==> config.mk <==
export PLATFORM = sky130hd
export DESIGN_NAME = xor_hex_frame_parser_top
export DESIGN_NICKNAME = d
export VERILOG_FILES = /design/src/hdl/xhfp_pkg.sv /design/src/hdl/xhfp_front.sv /design/src/hdl/xhfp_queue.sv /design/src/hdl/xhfp_back.sv /design/src/hdl/xor_hex_frame_parser_top.sv
export SDC_FILE = /design/constraint.sdc
export NUM_CORES = 1
export LEC_CHECK = 0
export BUFFER_PORTS_ARGS = -buffer_cell sky130_fd_sc_hd__buf_4
export CAP_MARGIN = 30
export CORE_UTILIZATION = 35
export DETAILED_ROUTE_END_ITERATION = 7
export GPL_ROUTABILITY_DRIVEN = 0
export GPL_TIMING_DRIVEN = 0
export HOLD_SLACK_MARGIN = 0.08
export SYNTH_ARGS = -nofsm -noshare
export SYNTH_HDL_FRONTEND = slang
export SYNTH_HIERARCHICAL = 1
export SYNTH_SLANG_ARGS = --single-unit
==> constraint.sdc <==
create_clock -name clk -period 4.4 [get_ports clk]
set_clock_uncertainty 0.05 [all_clocks]
set_input_delay 0 -clock clk [delete_from_list [all_inputs] [get_ports clk]]
set_output_delay 0 -clock clk [all_outputs]
set_load 0.02 [all_outputs]
==> src/hdl/xhfp_pkg.sv <==
// Shared types, character codes and helper functions for the frame parser.
package xhfp_pkg;

	localparam logic [7:0] CH_SOH   = 8'h01;
	localparam logic [7:0] CH_STX   = 8'h02;
	localparam logic [7:0] CH_ETX   = 8'h03;
	localparam logic [7:0] CH_SPACE = 8'h20;
	localparam logic [7:0] CH_0     = 8'h30;
	localparam logic [7:0] CH_9     = 8'h39;
	localparam logic [7:0] CH_UP_A  = 8'h41;
	localparam logic [7:0] CH_UP_Z  = 8'h5A;
	localparam logic [7:0] CH_LO_A  = 8'h61;
	localparam logic [7:0] CH_SEP   = 8'h7C;

	localparam int MIN_COUNT = 10;
	localparam int QDEPTH    = 4;
	localparam int QAW       = $clog2(QDEPTH);

	typedef enum logic [1:0] {
		KIND_CHAR  = 2'd0,
		KIND_FEND  = 2'd1,
		KIND_FRAME = 2'd2
	} kind_t;

	typedef enum logic [3:0] {
		ST_OK    = 4'd0,
		ST_SHORT = 4'd1,
		ST_START = 4'd2,
		ST_NOSEP = 4'd3,
		ST_DIGIT = 4'd4,
		ST_LEN   = 4'd5,
		ST_ETX   = 4'd6,
		ST_CSUM  = 4'd7,
		ST_ASCII = 4'd8
	} status_t;

	// One queue entry holds everything a single input beat produces.
	typedef struct packed {
		logic       rel_v;
		logic       rel_end;
		logic [7:0] rel_data;
		logic       frame_v;
		status_t    status;
	} qentry_t;

	function automatic logic [7:0] hex_char(input logic [3:0] nib);
		logic [7:0] n8;
		n8 = {4'b0000, nib};
		return (nib < 4'd10) ? (CH_0 + n8) : (CH_LO_A + n8 - 8'd10);
	endfunction

	function automatic logic [7:0] to_lower(input logic [7:0] b);
		return (b >= CH_UP_A && b <= CH_UP_Z) ? (b + 8'd32) : b;
	endfunction

endpackage

==> src/hdl/xhfp_front.sv <==
// Front end: accepts bytes, tracks frame state and classifies each beat.
module xhfp_front #(
	parameter int LEN_WIDTH = 16
) (
	input  logic               clk,
	input  logic               arst_n,
	input  logic               in_valid,
	output logic               in_ready,
	input  logic [7:0]         in_byte,
	input  logic               last,
	input  logic               q_full,
	output logic               push,
	output xhfp_pkg::qentry_t  push_entry
);
	import xhfp_pkg::*;

	localparam logic [LEN_WIDTH-1:0] LEN_MAX = {LEN_WIDTH{1'b1}};

	logic [7:0]           td0_q, td1_q, td2_q;
	logic [LEN_WIDTH-1:0] pos_q, dl_q, sep_pos_q;
	logic                 ovf_q, sep_seen_q;
	logic                 f_start_q, f_digit_q, f_ascii_q;
	logic [7:0]           xor_q;

	logic                 accept, rel_v;
	logic                 f_start_n, f_digit_n, f_ascii_n, sep_seen_n, ovf_n;
	logic [LEN_WIDTH-1:0] dl_n, sep_pos_n, count, pos_inc;
	logic [LEN_WIDTH+3:0] dl_ext, v;
	logic [7:0]           xv;
	logic                 hi_ok, lo_ok;
	status_t              st;

	assign in_ready = !q_full;
	assign accept   = in_valid && in_ready;

	always_comb begin
		rel_v     = sep_seen_q && ({1'b0, pos_q} >= ({1'b0, sep_pos_q} + (LEN_WIDTH+1)'(4)));
		f_ascii_n = f_ascii_q | (rel_v & td2_q[7]);
		f_start_n = f_start_q | ((pos_q == '0) && (in_byte != CH_SOH))
			| ((pos_q == LEN_WIDTH'(1)) && (in_byte != CH_STX));
		f_digit_n  = f_digit_q;
		sep_seen_n = sep_seen_q;
		sep_pos_n  = sep_pos_q;
		dl_n       = dl_q;
		ovf_n      = ovf_q;
		dl_ext     = {4'b0000, dl_q};
		v          = (dl_ext << 3) + (dl_ext << 1) + {LEN_WIDTH'(0), in_byte[3:0] - CH_0[3:0]};
		if (pos_q >= LEN_WIDTH'(2) && !sep_seen_q) begin
			if (in_byte == CH_SEP) begin
				sep_seen_n = 1'b1;
				sep_pos_n  = pos_q;
			end else if (in_byte inside {[CH_0:CH_9]}) begin
				if (ovf_q || v >= {4'b0000, LEN_MAX}) begin
					dl_n  = LEN_MAX;
					ovf_n = 1'b1;
				end else begin
					dl_n = v[LEN_WIDTH-1:0];
				end
			end else begin
				f_digit_n = 1'b1;
			end
		end

		pos_inc = (pos_q != LEN_MAX) ? pos_q + LEN_WIDTH'(1) : LEN_MAX;
		count   = pos_inc;
		// The high checksum character was folded into the running XOR; take it back out.
		xv    = xor_q ^ td0_q;
		lo_ok = to_lower(in_byte) == hex_char(xv[3:0]);
		hi_ok = (to_lower(td0_q) == hex_char(xv[7:4])) || (td0_q == CH_SPACE);

		if (count < LEN_WIDTH'(MIN_COUNT))                          st = ST_SHORT;
		else if (f_start_n)                                         st = ST_START;
		else if (!sep_seen_n)                                       st = ST_NOSEP;
		else if (f_digit_n)                                         st = ST_DIGIT;
		else if (ovf_n || count == LEN_MAX || dl_n != count)        st = ST_LEN;
		else if (td1_q != CH_ETX)                                   st = ST_ETX;
		else if (!(hi_ok && lo_ok))                                 st = ST_CSUM;
		else if (f_ascii_n)                                         st = ST_ASCII;
		else                                                        st = ST_OK;

		push_entry.rel_v    = rel_v;
		push_entry.rel_end  = (td2_q == CH_SEP);
		push_entry.rel_data = (td2_q == CH_SEP) ? 8'h00 : td2_q;
		push_entry.frame_v  = last;
		push_entry.status   = st;
		push = accept && (rel_v || last);
	end

	always_ff @(posedge clk or negedge arst_n) begin
		if (!arst_n) begin
			td0_q <= '0; td1_q <= '0; td2_q <= '0;
			pos_q <= '0; dl_q <= '0; sep_pos_q <= '0;
			ovf_q <= 1'b0; sep_seen_q <= 1'b0;
			f_start_q <= 1'b0; f_digit_q <= 1'b0; f_ascii_q <= 1'b0;
			xor_q <= '0;
		end else if (accept) begin
			if (last) begin
				td0_q <= '0; td1_q <= '0; td2_q <= '0;
				pos_q <= '0; dl_q <= '0; sep_pos_q <= '0;
				ovf_q <= 1'b0; sep_seen_q <= 1'b0;
				f_start_q <= 1'b0; f_digit_q <= 1'b0; f_ascii_q <= 1'b0;
				xor_q <= '0;
			end else begin
				td0_q <= in_byte; td1_q <= td0_q; td2_q <= td1_q;
				pos_q <= pos_inc; dl_q <= dl_n; sep_pos_q <= sep_pos_n;
				ovf_q <= ovf_n; sep_seen_q <= sep_seen_n;
				f_start_q <= f_start_n; f_digit_q <= f_digit_n; f_ascii_q <= f_ascii_n;
				xor_q <= xor_q ^ in_byte;
			end
		end
	end

endmodule

==> src/hdl/xhfp_queue.sv <==
// Small FIFO that decouples the classifying front end from the output side.
module xhfp_queue (
	input  logic              clk,
	input  logic              arst_n,
	input  logic              push,
	input  xhfp_pkg::qentry_t push_entry,
	input  logic              pop,
	output xhfp_pkg::qentry_t head,
	output logic              empty,
	output logic              full
);
	import xhfp_pkg::*;

	qentry_t      mem_q [QDEPTH];
	logic [QAW:0] wptr_q, rptr_q;

	assign empty = (wptr_q == rptr_q);
	assign full  = (wptr_q[QAW] != rptr_q[QAW]) && (wptr_q[QAW-1:0] == rptr_q[QAW-1:0]);
	assign head  = mem_q[rptr_q[QAW-1:0]];

	always_ff @(posedge clk) begin
		if (push) begin
			mem_q[wptr_q[QAW-1:0]] <= push_entry;
		end
	end

	always_ff @(posedge clk or negedge arst_n) begin
		if (!arst_n) begin
			wptr_q <= '0;
			rptr_q <= '0;
		end else begin
			if (push) wptr_q <= wptr_q + (QAW+1)'(1);
			if (pop)  rptr_q <= rptr_q + (QAW+1)'(1);
		end
	end

endmodule

==> src/hdl/xhfp_back.sv <==
// Back end: unpacks queue entries into result beats through an output register.
module xhfp_back (
	input  logic              clk,
	input  logic              arst_n,
	input  xhfp_pkg::qentry_t head,
	input  logic              empty,
	output logic              pop,
	output logic              out_valid,
	input  logic              out_ready,
	output logic [1:0]        kind,
	output logic [7:0]        data,
	output logic [3:0]        status
);
	import xhfp_pkg::*;

	logic       phase_q;
	logic       load, use_rel, last_part;
	kind_t      cur_kind;
	logic [7:0] cur_data;
	logic [3:0] cur_status;

	assign load = !empty && (!out_valid || out_ready);

	always_comb begin
		// Phase one means the release of this entry already went out.
		use_rel   = !phase_q && head.rel_v;
		last_part = !(use_rel && head.frame_v);
		if (use_rel) begin
			cur_kind   = head.rel_end ? KIND_FEND : KIND_CHAR;
			cur_data   = head.rel_data;
			cur_status = ST_OK;
		end else begin
			cur_kind   = KIND_FRAME;
			cur_data   = 8'h00;
			cur_status = head.status;
		end
		pop = load && last_part;
	end

	always_ff @(posedge clk or negedge arst_n) begin
		if (!arst_n) begin
			out_valid <= 1'b0;
			phase_q   <= 1'b0;
		end else begin
			if (load) begin
				out_valid <= 1'b1;
				phase_q   <= !last_part;
			end else if (out_ready) begin
				out_valid <= 1'b0;
			end
		end
	end

	always_ff @(posedge clk) begin
		if (load) begin
			kind   <= cur_kind;
			data   <= cur_data;
			status <= cur_status;
		end
	end

endmodule

==> src/hdl/xor_hex_frame_parser_top.sv <==
// Top level of the framed-message parser with XOR hex checksum.
//
// The parser takes one byte per clock and gives up to one result per clock. Body bytes come
// out three bytes late as field characters or field ends, and the last byte of a frame gives
// a frame-end result with the status; a beat that causes both a release and the frame end
// gives two results, the release first. A result is written into the queue when its input
// beat is accepted and is later loaded from there into the output register. The front end
// updates all frame state in the accepting cycle and writes the beat's results into a
// four-entry queue; the back end drains that queue into the output register, so the input
// stalls only when the queue is full.
module xor_hex_frame_parser_top #(
	parameter int LEN_WIDTH = 16
) (
	input  logic       clk,
	input  logic       arst_n,
	input  logic       in_valid,
	output logic       in_ready,
	input  logic [7:0] in_byte,
	input  logic       last,
	output logic       out_valid,
	input  logic       out_ready,
	output logic [1:0] kind,
	output logic [7:0] data,
	output logic [3:0] status
);
	import xhfp_pkg::*;

	logic    push, pop, q_empty, q_full;
	qentry_t push_entry, head;

	xhfp_front #(.LEN_WIDTH(LEN_WIDTH)) u_front (
		.clk, .arst_n, .in_valid, .in_ready, .in_byte, .last,
		.q_full, .push, .push_entry
	);

	xhfp_queue u_queue (
		.clk, .arst_n, .push, .push_entry, .pop, .head,
		.empty(q_empty), .full(q_full)
	);

	xhfp_back u_back (
		.clk, .arst_n, .head, .empty(q_empty), .pop,
		.out_valid, .out_ready, .kind, .data, .status
	);

	a_no_overflow: assert property (@(posedge clk) disable iff (!arst_n)
		push |-> !q_full) else $error("queue written while full");

	a_no_underflow: assert property (@(posedge clk) disable iff (!arst_n)
		pop |-> !q_empty) else $error("queue read while empty");

	a_body_status: assert property (@(posedge clk) disable iff (!arst_n)
		out_valid && (kind != KIND_FRAME)
			|-> (status == ST_OK) && (kind == KIND_CHAR || data == 8'h00))
		else $error("body beat carries status or stray data");

	a_frame_payload: assert property (@(posedge clk) disable iff (!arst_n)
		out_valid && (kind == KIND_FRAME) |-> (data == 8'h00) && (status <= ST_ASCII))
		else $error("frame-end beat malformed");

endmodule
==> flow_metrics.env, run 1 <==
export IMPL_clkLatencyLatePin_ns=0.44
export IMPL_cts_tree="built"
export IMPL_ys_types=86
export IMPL_powerDensity_mw_per_mm2=486
export IMPL_wire_per_inst_um=18.5
export IMPL_htreeDepth=4
export IMPL_post_dp_cell_area_mm2=0.0113
export IMPL_nets=1224
export IMPL_path_common_cell="a221o_1"
export IMPL_num_rows=63
export IMPL_cts_path_max_buffers=2
export IMPL_netlist_top_cells_count="130 x nand2_1, 93 x dfrtp_1, 74 x edfxtp_1, 67 x o21ai_0, 62 x ha_1"
export IMPL_hp_class="in -> reg"
export IMPL_via_per_inst=5.74
export IMPL_synth_edf_count=74
export IMPL_dieArea_mm2=0.0310
export IMPL_maxCapViolations=0
export IMPL_drt_iter0_drc=697
export IMPL_io_pin_count=29
export IMPL_antenna_found_initial=0
export IMPL_cts_sinks=167
export IMPL_syn_avg_cell_area_um2=9.87
export IMPL_drive_above_1_share_pct=12.1
export IMPL_status="finished, violations left"
export IMPL_die_h_um=176
export IMPL_final_area_mm2=0.0123
export IMPL_dr_pass1_iters=5
export IMPL_seq_area_frac_synth_pct=42.9
export IMPL_cts_root_buf="clkbuf_16"
export IMPL_synth_area_mm2=0.0106
export IMPL_clkTransAtPathRegs_ns=0.07
export IMPL_syn_nets=1151
export IMPL_grt_first_pass_wirelength_um=46900
export IMPL_cpMaxStageDelayCell="fa_1"
export IMPL_cts_made_buffers=17
export IMPL_max_stage_delay_ns=0.52
export IMPL_finalWorstSetupSlack_ns=-0.346
export IMPL_antenna_left=0
export IMPL_ys_warn_count=6
export IMPL_vias=8890
export IMPL_critPathLaunchType="flip-flop"
export IMPL_max_freq_ghz=0.211
export IMPL_netlist_instances=1074
export IMPL_fin_crit_sh_pct=108
export IMPL_path_cells="inv_1, fa_1, inv_2, fa_2, a21o_1, a221o_1, a221o_1, o21ai_2, a2bb2oi_4, or3_4, or4_4, a211oi_4, nand4b_1, nor4b_4, buf_4"
export IMPL_syn_to_final_growth_pct=16.3
export IMPL_peakVddDrop_uv=331
export IMPL_crit_type="reg -> reg"
export IMPL_cp_end_kind="flip-flop"
export IMPL_cp_arrival_ns=4.99
export IMPL_tightest_slew_ns=0.922
export IMPL_required_ns=4.64
export IMPL_grt_max_degree=59
export IMPL_core_mm2=0.0297
export IMPL_grt_total_usage_pct=19.2
export IMPL_async_flop_share_pct=55.7
export IMPL_synth_top_area_share_pct=22.0
export IMPL_drt_total_wl_um=28700
export IMPL_report_final_hold_viol_count=0
export IMPL_synthTopCellsByArea="dfrtp_1 22%, edfxtp_1 21%, ha_1 7.3%, nand2_1 4.6%, o21ai_0 3.2%"
export IMPL_maxSlewHeadroom_pct=38.5
export IMPL_yosysMostFrequentCell="nand2_1"
export IMPL_ys_flop_type="dfrtp_1"
export IMPL_drc_errors=0
export IMPL_grt_pass1_vias=8613
export IMPL_dp_final_hpwl_um=20900
export IMPL_slew_violations=0
export IMPL_setup_violations=16
export IMPL_synth_seq_cells=167
export IMPL_p_total_mw=5.99
export IMPL_rsz0062_at_grt="yes"
export IMPL_period_minus_slack_ns=4.75
export IMPL_p_leak_nw=5.16
export IMPL_diodes=0
export IMPL_critPathMaxFanout=4
export IMPL_yosys_area_top_type="dfrtp_1"
export IMPL_overflow=0
export IMPL_violations="negative setup slack"
export IMPL_port_buffers=28
export IMPL_start_util_pct=35.7
export IMPL_die_x_um=176
==> layout by cell type, fill, tap and decap left out, drive strengths merged, types with 10 or more instances in the layout <==
cell type	instances
dlygate4sd3	12
a21oi	57
a22o	21
nand3	45
o21ai	70
dfrtp	93
nor3	24
nand2	130
inv	39
nand4	22
mux4	15
and3	13
a21o	14
ha	62
and2	27
nor2b	10
nor4	18
o211ai	10
xnor2	37
clkbuf	62
edfxtp	74
buf	58
o21a	11
xor2	23
nor2	55
==> repair_timing <==
| action | 4_1_cts | 5_1_grt |
|---|---|---|
| hold buffers | 13 | 0 |
| resized for setup | 12 | 26 |
| pin swaps | 9 | 8 |
| setup endpoints to repair | 16 | 77 |
| endpoints found under the hold margin | 112 | 0 |
| buffers inserted | 10 | 4 |
==> layout make-up <==
type	count	area (um2)
Multi-Input combinational cell	817	5840
Clock buffer	17	425
Buffer	58	256
Timing Repair Buffer	57	495
Fill cell	2870	17400
Sequential cell	167	4550
Clock inverter	15	166
Tap cell	390	488
Inverter	29	109
==> path summary, 6_finish.rpt <==
check,start,end,slack (ns),cells after the start
setup reg to reg,u_front/dl_q[2],u_queue/mem_q[2][3],-0.35,15
max in group asynchronous,arst_n,u_queue/wptr_q[2],3.42,4
min in group asynchronous,arst_n,u_front/dl_q[11],0.57,4
hold / removal,in_byte[1],u_front/td0_q[1],0.13,4
setup / recovery,u_front/dl_q[2],u_queue/mem_q[2][3],-0.35,15
hold reg to reg,u_front/td2_q[4],u_front/td2_q[4],0.45,2
==> sequential cells by signal (all words and copies together), names as in the netlist, 2 cells and up <==
name / flops
u_queue/mem_q: 60
u_queue/wptr_q: 3
u_front/pos_q: 16
u_back/kind: 2
u_front/sep_pos_q: 16
u_front/td0_q: 8
u_front/xor_q: 8
u_front/td1_q: 8
u_back/status: 4
u_back/data: 8
u_front/td2_q: 8
u_queue/rptr_q: 3
u_front/dl_q: 16
==> metrics by stage <==
step	hold WS (ns)	TNS (ns)	instances	setup slack [ns]	utilization (%)
3_3_place_gp	0.157	-11.43	1492	-0.897	38.1
5_1_grt	0.166	-5.86	1550	-0.460	41.5
6_report	0.133	-3.89	1550	-0.346	41.5
4_1_cts	0.111	-5.84	1548	-0.472	41.1
3_5_place_dp	-0.0346	-11.04	1494	-0.903	38.2
2_1_floorplan	-0.346	-0.289	1074	-0.0608	-
==> critical path, delay by kind of cell, from the launching register on <==
kind	cells	cell delay, ns
buffers and inverters	3	0.30
AND/OR/NAND/NOR	4	1.44
AO/OA/AOI/OAI	6	1.56
flip-flops	1	0.38
adder cells (fa/ha/maj)	2	0.86
==> logic make-up after synthesis <==
family | after synthesis | synth area share, %
compound gates | 270 | 17.2
simple gates | 399 | 19.3
fa+ha+maj | 64 | 7.70
flops | 167 | 42.9
mux | 24 | 4.34
xor+xnor | 60 | 4.96
buf+inv | 90 | 3.56
==> where the power goes <==
part           internal [mW]  switching [mW]  leakage [nW]
registers               1.99           0.216          1.95
clock network          0.769           0.730         0.290
logic                  0.933            1.35          2.92
==> routing by layer <==
layer	track usage, %	wire, um	vias up
met5	0	0	-
met3	2.93	1680	66
li1	-	-	4176
met1	26.7	13200	4322
met4	6.30	736	0
met2	30.3	13200	326
Power figures use the tool's default switching activity.
==> run 2: changes to the inputs <==
==> constraint.sdc (replaced) <==
create_clock -name clk -period 4.4 [get_ports clk]
set_clock_uncertainty 0.05 [all_clocks]
set_input_delay 1.32 -clock clk [delete_from_list [all_inputs] [get_ports clk]]
set_output_delay 1.32 -clock clk [all_outputs]
set_load 0.02 [all_outputs]
==> run 2 against run 1 <==
Compared with the run above:
- the flow still finishes with violations (negative setup slack)
- global-route usage fell by 0.082 points
- die area did not move
- worst setup slack got worse by 0.67 ns
- final area fell by 0.63%
- largest cell class unchanged
- non-clock buffer count fell by 13
- routed wire length fell by 0.24%
- count of clock-buffer cells in the layout did not move
- combinational power barely moved
- sequential share of layout area rose by 0.20 points
==> flow_metrics.env, run 2 (same netlist as run 1, synthesis figures left out) <==
export IMPL_status="finished, violations left"
export IMPL_violations="negative setup slack"
export IMPL_maxSlewHeadroom_pct=38.3
export IMPL_maxCapViolations=0
export IMPL_grt_max_degree=67
export IMPL_clock_power_share_pct=26.4
export IMPL_diodes=0
export IMPL_cts_sinks=167
export IMPL_cts_root_buf="clkbuf_16"
export IMPL_num_rows=63
export IMPL_max_stage_delay_ns=0.54
export IMPL_grt_pass1_vias=8614
export IMPL_dp_final_hpwl_um=20500
export IMPL_clkLatencyLatePin_ns=0.44
export IMPL_drive_above_1_share_pct=12.2
export IMPL_switching_share_pct=38.4
export IMPL_final_area_mm2=0.0123
export IMPL_nets=1211
export IMPL_cp_arrival_ns=5.66
export IMPL_path_buf_inv=4
export IMPL_sequentialPowerShare_pct=36.3
export IMPL_die_h_um=176
export IMPL_vias=8766
export IMPL_setup_violations=27
export IMPL_syn_to_final_growth_pct=15.6
export IMPL_die_x_um=176
export IMPL_cts_made_buffers=17
export IMPL_htreeDepth=4
export IMPL_grt_first_pass_wirelength_um=46600
export IMPL_mostFrequentLayoutCells="130 x nand2_1, 93 x dfrtp_1, 74 x edfxtp_1, 63 x o21ai_0, 60 x ha_1"
export IMPL_n_fill_cell=2915
export IMPL_antenna_found_initial=0
export IMPL_antenna_left=0
export IMPL_multiInputGateArea_mm2=0.00585
export IMPL_finalWorstSetupSlack_ns=-1.01
export IMPL_via_per_inst=5.70
export IMPL_finalSetupTns_ns=-15.18
export IMPL_switchingPower_mw=2.34
export IMPL_cp_top_family="compound AO/OA/AOI/OAI gates"
export IMPL_critPathMaxFanout=4
export IMPL_comb_power_share_pct=37.3
export IMPL_regArea_mm2=0.00455
export IMPL_cp_end_kind="flip-flop"
export IMPL_post_dp_cell_area_mm2=0.0114
export IMPL_grt_total_usage_pct=19.1
export IMPL_period_minus_slack_ns=5.41
export IMPL_fin_crit_sh_pct=123
export IMPL_drt_iter0_drc=689
export IMPL_port_buffers=28
export IMPL_dieArea_mm2=0.0310
export IMPL_drt_total_wl_um=28700
export IMPL_powerDensity_mw_per_mm2=496
export IMPL_rsz0062_at_grt="yes"
export IMPL_cts_tree="built"
export IMPL_required_ns=4.65
export IMPL_drc_errors=0
export IMPL_slew_violations=0
export IMPL_peakVddDrop_uv=336
export IMPL_p_leak_nw=5.14
export IMPL_hp_class="reg -> reg"
export IMPL_max_freq_ghz=0.185
export IMPL_largest_reg_flops=60
export IMPL_mostFrequentLayoutCell="nand2_1"
export IMPL_cts_path_max_buffers=2
export IMPL_critPathLaunchType="input port"
export IMPL_path_cells="buf_12, inv_8, fa_1, inv_2, fa_2, a21o_1, a221o_1, a221o_2, o21ai_4, a2bb2oi_4, or3_4, or4_4, a211oi_4, nand4b_1, nor4b_4, buf_4"
export IMPL_cpMaxStageDelayCell="fa_1"
export IMPL_crit_type="in -> reg"
export IMPL_holdWs_ns=0.445
export IMPL_dr_pass1_iters=7
export IMPL_start_util_pct=35.7
export IMPL_tightest_slew_ns=0.900
export IMPL_core_mm2=0.0297
export IMPL_clkTransAtPathRegs_ns=0.07
export IMPL_overflow=0
export IMPL_wire_per_inst_um=18.7
export IMPL_p_int_mw=3.75
export IMPL_io_pin_count=29
export IMPL_cts_hold_buf=0
export IMPL_report_final_hold_viol_count=0
run 2: cell count changes in the layout (fill, tap and decap cells not counted), sizes merged:
cell,delta
buf,-2
bufinv,+1
clkbuf,+1
clkinvlp,-1
dlygate4sd3,-12
run 2: worst paths after layout:
path,from,endpoint,slack (ns),depth (start not counted)
worst min-delay path,u_queue/wptr_q[2],u_queue/wptr_q[2],0.44,1
min in group asynchronous,arst_n,u_front/dl_q[8],0.76,1
worst max register to register,u_front/dl_q[0],u_queue/mem_q[2][3],-0.67,15
max in group asynchronous,arst_n,u_front/pos_q[6],2.85,2
worst max-delay path,in_byte[3],u_queue/mem_q[2][3],-1.01,16
worst min register to register,u_queue/wptr_q[2],u_queue/wptr_q[2],0.44,1
run 2: stage by stage:
| stage | setup WS, ns | util, % | std cells | power (mW) |
|---|---|---|---|---|
| 2_1_floorplan | -0.943 | - | 1074 | 3.80 |
| 3_3_place_gp | -1.83 | 38.1 | 1492 | 4.41 |
| 3_5_place_dp | -1.86 | 38.2 | 1494 | 4.45 |
| 4_1_cts | -0.971 | 40.9 | 1535 | 6.10 |
| 5_1_grt | -1.11 | 41.2 | 1537 | 6.44 |
| 6_report | -1.01 | 41.2 | 1537 | 6.08 |
run 2: repair_timing:
action	CTS	global route
setup endpoints to repair	32	93
pin swaps	15	17
gates resized for setup	19	21
cloned	0	0
setup buffers	10	3
run 2: layer usage:
metal / global-route usage (%) / wire [um]
met3: 2.84 / 1500
met1: 27.0 / 13600
met4: 6.01 / 640
met5: 0 / 0
met2: 29.9 / 12900
run 2: area by class of cell:
type / instances / area share, %
inverters: 29 / 0.949
clock inverters: 15 / 1.67
multi-input cells: 817 / 47.7
plain buffers: 59 / 2.20
repair buffers: 43 / 2.88
well taps: 390 / 3.98
clock buffers: 17 / 3.47
flip-flops and latches: 167 / 37.1
run 2: worst register-to-register path: cells and delay by family (launching register included):
family                     cells  cell delay [ns]
DFF                            1             0.50
and+or+nand+nor                4             1.49
AOI/OAI and AO/OA              6             1.63
adders and majority gates      2             0.88
buffers and inverters          3             0.38
run 2: power groups by stage:
stage                     sequential, mW  combinational, mW  clock [mW]
final                               2.21               2.27        1.61
after global routing                2.24               2.50        1.70
after CTS                           2.21               2.25        1.64
after detailed placement            2.24               2.22           0
after global placement              2.23               2.18           0
after floorplan                     2.27               1.53           0
==> run 3: changes to the inputs <==
--- a/config.mk
+++ b/config.mk
@@ -12,6 +12,7 @@
 export GPL_ROUTABILITY_DRIVEN = 0
 export GPL_TIMING_DRIVEN = 0
 export HOLD_SLACK_MARGIN = 0.08
+export REMOVE_ABC_BUFFERS = 1
 export SYNTH_ARGS = -nofsm -noshare
 export SYNTH_HDL_FRONTEND = slang
 export SYNTH_HIERARCHICAL = 1
==> run 3 against run 2 <==
Compared with the run above:
- count of clock-buffer cells in the layout unchanged
- clock power decreased by 2%
- largest cell class unchanged
- sequential share of layout area increased by 0.45 points
- the run still ends with negative setup slack left
==> flow_metrics.env, run 3 (same netlist as run 1, synthesis figures left out) <==
export IMPL_tightest_slew_ns=0.955
export IMPL_syn_to_final_growth_pct=14.2
export IMPL_grt_first_pass_wirelength_um=44300
export IMPL_drt_iter0_drc=753
export IMPL_min_to="u_front/td2_q[5]"
export IMPL_largest_reg_flops=60
export IMPL_fin_crit_sh_pct=121
export IMPL_finalCoreUtilization_pct=40.7
export IMPL_max_freq_ghz=0.187
export IMPL_cts_root_buf="clkbuf_16"
export IMPL_period_minus_slack_ns=5.34
export IMPL_layout_cells_non_filler=1486
export IMPL_via_per_inst=5.74
export IMPL_grt_total_usage_pct=18.1
export IMPL_holdWs_ns=0.433
export IMPL_crit_type="in -> reg"
export IMPL_placed_cells_incl_taps=1439
export IMPL_antenna_found_initial=0
export IMPL_hp_class="reg -> reg"
export IMPL_p_total_mw=6.00
export IMPL_report_final_hold_viol_count=0
export IMPL_finalWorstSetupSlack_ns=-0.942
export IMPL_drive_above_1_share_pct=12.6
export IMPL_drc_errors=0
export IMPL_cp_end_kind="flip-flop"
export IMPL_mostFrequentLayoutCell="nand2_1"
export IMPL_p_leak_nw=5.06
export IMPL_core_mm2=0.0297
export IMPL_r2r_end="u_queue/mem_q[1][3]"
export IMPL_die_h_um=176
export IMPL_hold_depth=2
export IMPL_status="finished, violations left"
export IMPL_diodes=0
export IMPL_mostFrequentLayoutCells="129 x nand2_1, 93 x dfrtp_1, 74 x edfxtp_1, 67 x o21ai_0, 59 x ha_1"
export IMPL_cts_sinks=167
export IMPL_n_fill_cell=2871
export IMPL_powerDensity_mw_per_mm2=496
export IMPL_cts_made_buffers=17
export IMPL_slew_violations=0
export IMPL_maxCapViolations=0
export IMPL_violations="negative setup slack"
export IMPL_htreeDepth=4
export IMPL_vias=8529
export IMPL_place_ws_ns=-2.07
export IMPL_port_buffers=28
export IMPL_rrSetupSlack_ns=-0.64
export IMPL_drt_total_wl_um=27300
export IMPL_io_pin_count=29
export IMPL_reg2regPathDepth=14
export IMPL_cts_tree="built"
export IMPL_maxSlewHeadroom_pct=36.3
export IMPL_dr_pass1_iters=7
export IMPL_cts_hold_buf=0
export IMPL_hp_start="u_front/td2_q[5]"
export IMPL_rsz0062_at_grt="yes"
export IMPL_clkTransAtPathRegs_ns=0.08
export IMPL_r2r_start="u_front/dl_q[0]"
export IMPL_num_rows=63
export IMPL_cts_path_max_buffers=2
export IMPL_cp_arrival_ns=5.52
export IMPL_dieArea_mm2=0.0310
export IMPL_die_x_um=176
export IMPL_antenna_left=0
export IMPL_clkLatencyLatePin_ns=0.44
export IMPL_wire_per_inst_um=18.4
export IMPL_nets=1160
export IMPL_setup_violations=16
export IMPL_peakVddDrop_uv=307
export IMPL_start_util_pct=35.7
export IMPL_critPathLaunchType="input port"
export IMPL_grt_pass1_vias=8012
export IMPL_dp_final_hpwl_um=18900
export IMPL_critPathMaxFanout=6
export IMPL_grt_max_degree=68
export IMPL_overflow=0
export IMPL_required_ns=4.58
-- run 3: changes by cell type in the layout (fill, tap and decap cells not counted), sizes merged --
cell	delta
bufinv	-1
clkbuf	-45
clkinv	+1
buf	-6
-- run 3: power breakdown --
| part | switching (mW) | leakage (nW) | internal [mW] |
|---|---|---|---|
| clock | 0.775 | 0.304 | 0.791 |
| sequential | 0.307 | 1.96 | 1.99 |
| combinational | 1.21 | 2.80 | 0.925 |
| total | 2.30 | 5.06 | 3.71 |
-- run 3: stage by stage --
step / setup TNS (ns) / instance area [um2]
floorplan: -18.73 / 10300
global placement: -103.86 / 11000
detailed placement: -44.98 / 11200
CTS: -13.79 / 12000
global route: -15.50 / 12100
finish: -13.80 / 12100
-- run 3: per-layer routing --
| metal | track usage (%) | wire, um | up-vias |
|---|---|---|---|
| li1 | - | - | 4040 |
| met1 | 25.9 | 13000 | 4172 |
| met3 | 3.12 | 1380 | 46 |
| met4 | 6.63 | 622 | 0 |
| met5 | 0 | 0 | - |
| met2 | 27.4 | 12300 | 271 |
-- run 3: worst max path at each step --
stage	from	to	slack, ns	cells after the start
after floorplan	in_byte[3]	u_queue/mem_q[0][3]	-1.11	14
after global placement	u_queue/rptr_q[0]	u_front/sep_pos_q[15]	-2.49	6
after detailed placement	in_byte[3]	u_queue/mem_q[1][3]	-2.07	15
after CTS	in_byte[3]	u_queue/mem_q[1][3]	-0.92	15
after global routing	in_byte[3]	u_queue/mem_q[1][3]	-1.05	15
final	in_byte[3]	u_queue/mem_q[1][3]	-0.94	15
-- run 3: what timing repair did --
action / 4_1_cts / 5_1_grt
gates resized for setup: 23 / 17
endpoints found under the setup margin: 33 / 81
pin swaps: 15 / 12
buffers inserted: 8 / 7
-- run 3: layout make-up --
cell class | instances | area (um2) | area share [%]
multi-input cells | 817 | 5870 | 48.5
flip-flops and latches | 167 | 4550 | 37.6
well taps | 390 | 488 | 4.03
repair buffers | 51 | 464 | 3.83
clock buffers | 17 | 425 | 3.51
clock inverters | 15 | 201 | 1.66
inverters | 29 | 109 | 0.899
-- run 3: worst max-delay path, cell delays in order --
cell,delay [ns]
buf_8,0.07
inv_2,0.03
fa_1,0.48
inv_2,0.05
fa_2,0.37
a21o_1,0.22
a221o_2,0.40
or4_4,0.44
nand3_4,0.09
o22ai_4,0.12
or3_4,0.43
or4_4,0.50
a211oi_4,0.32
nand4b_1,0.24
nor4b_4,0.43
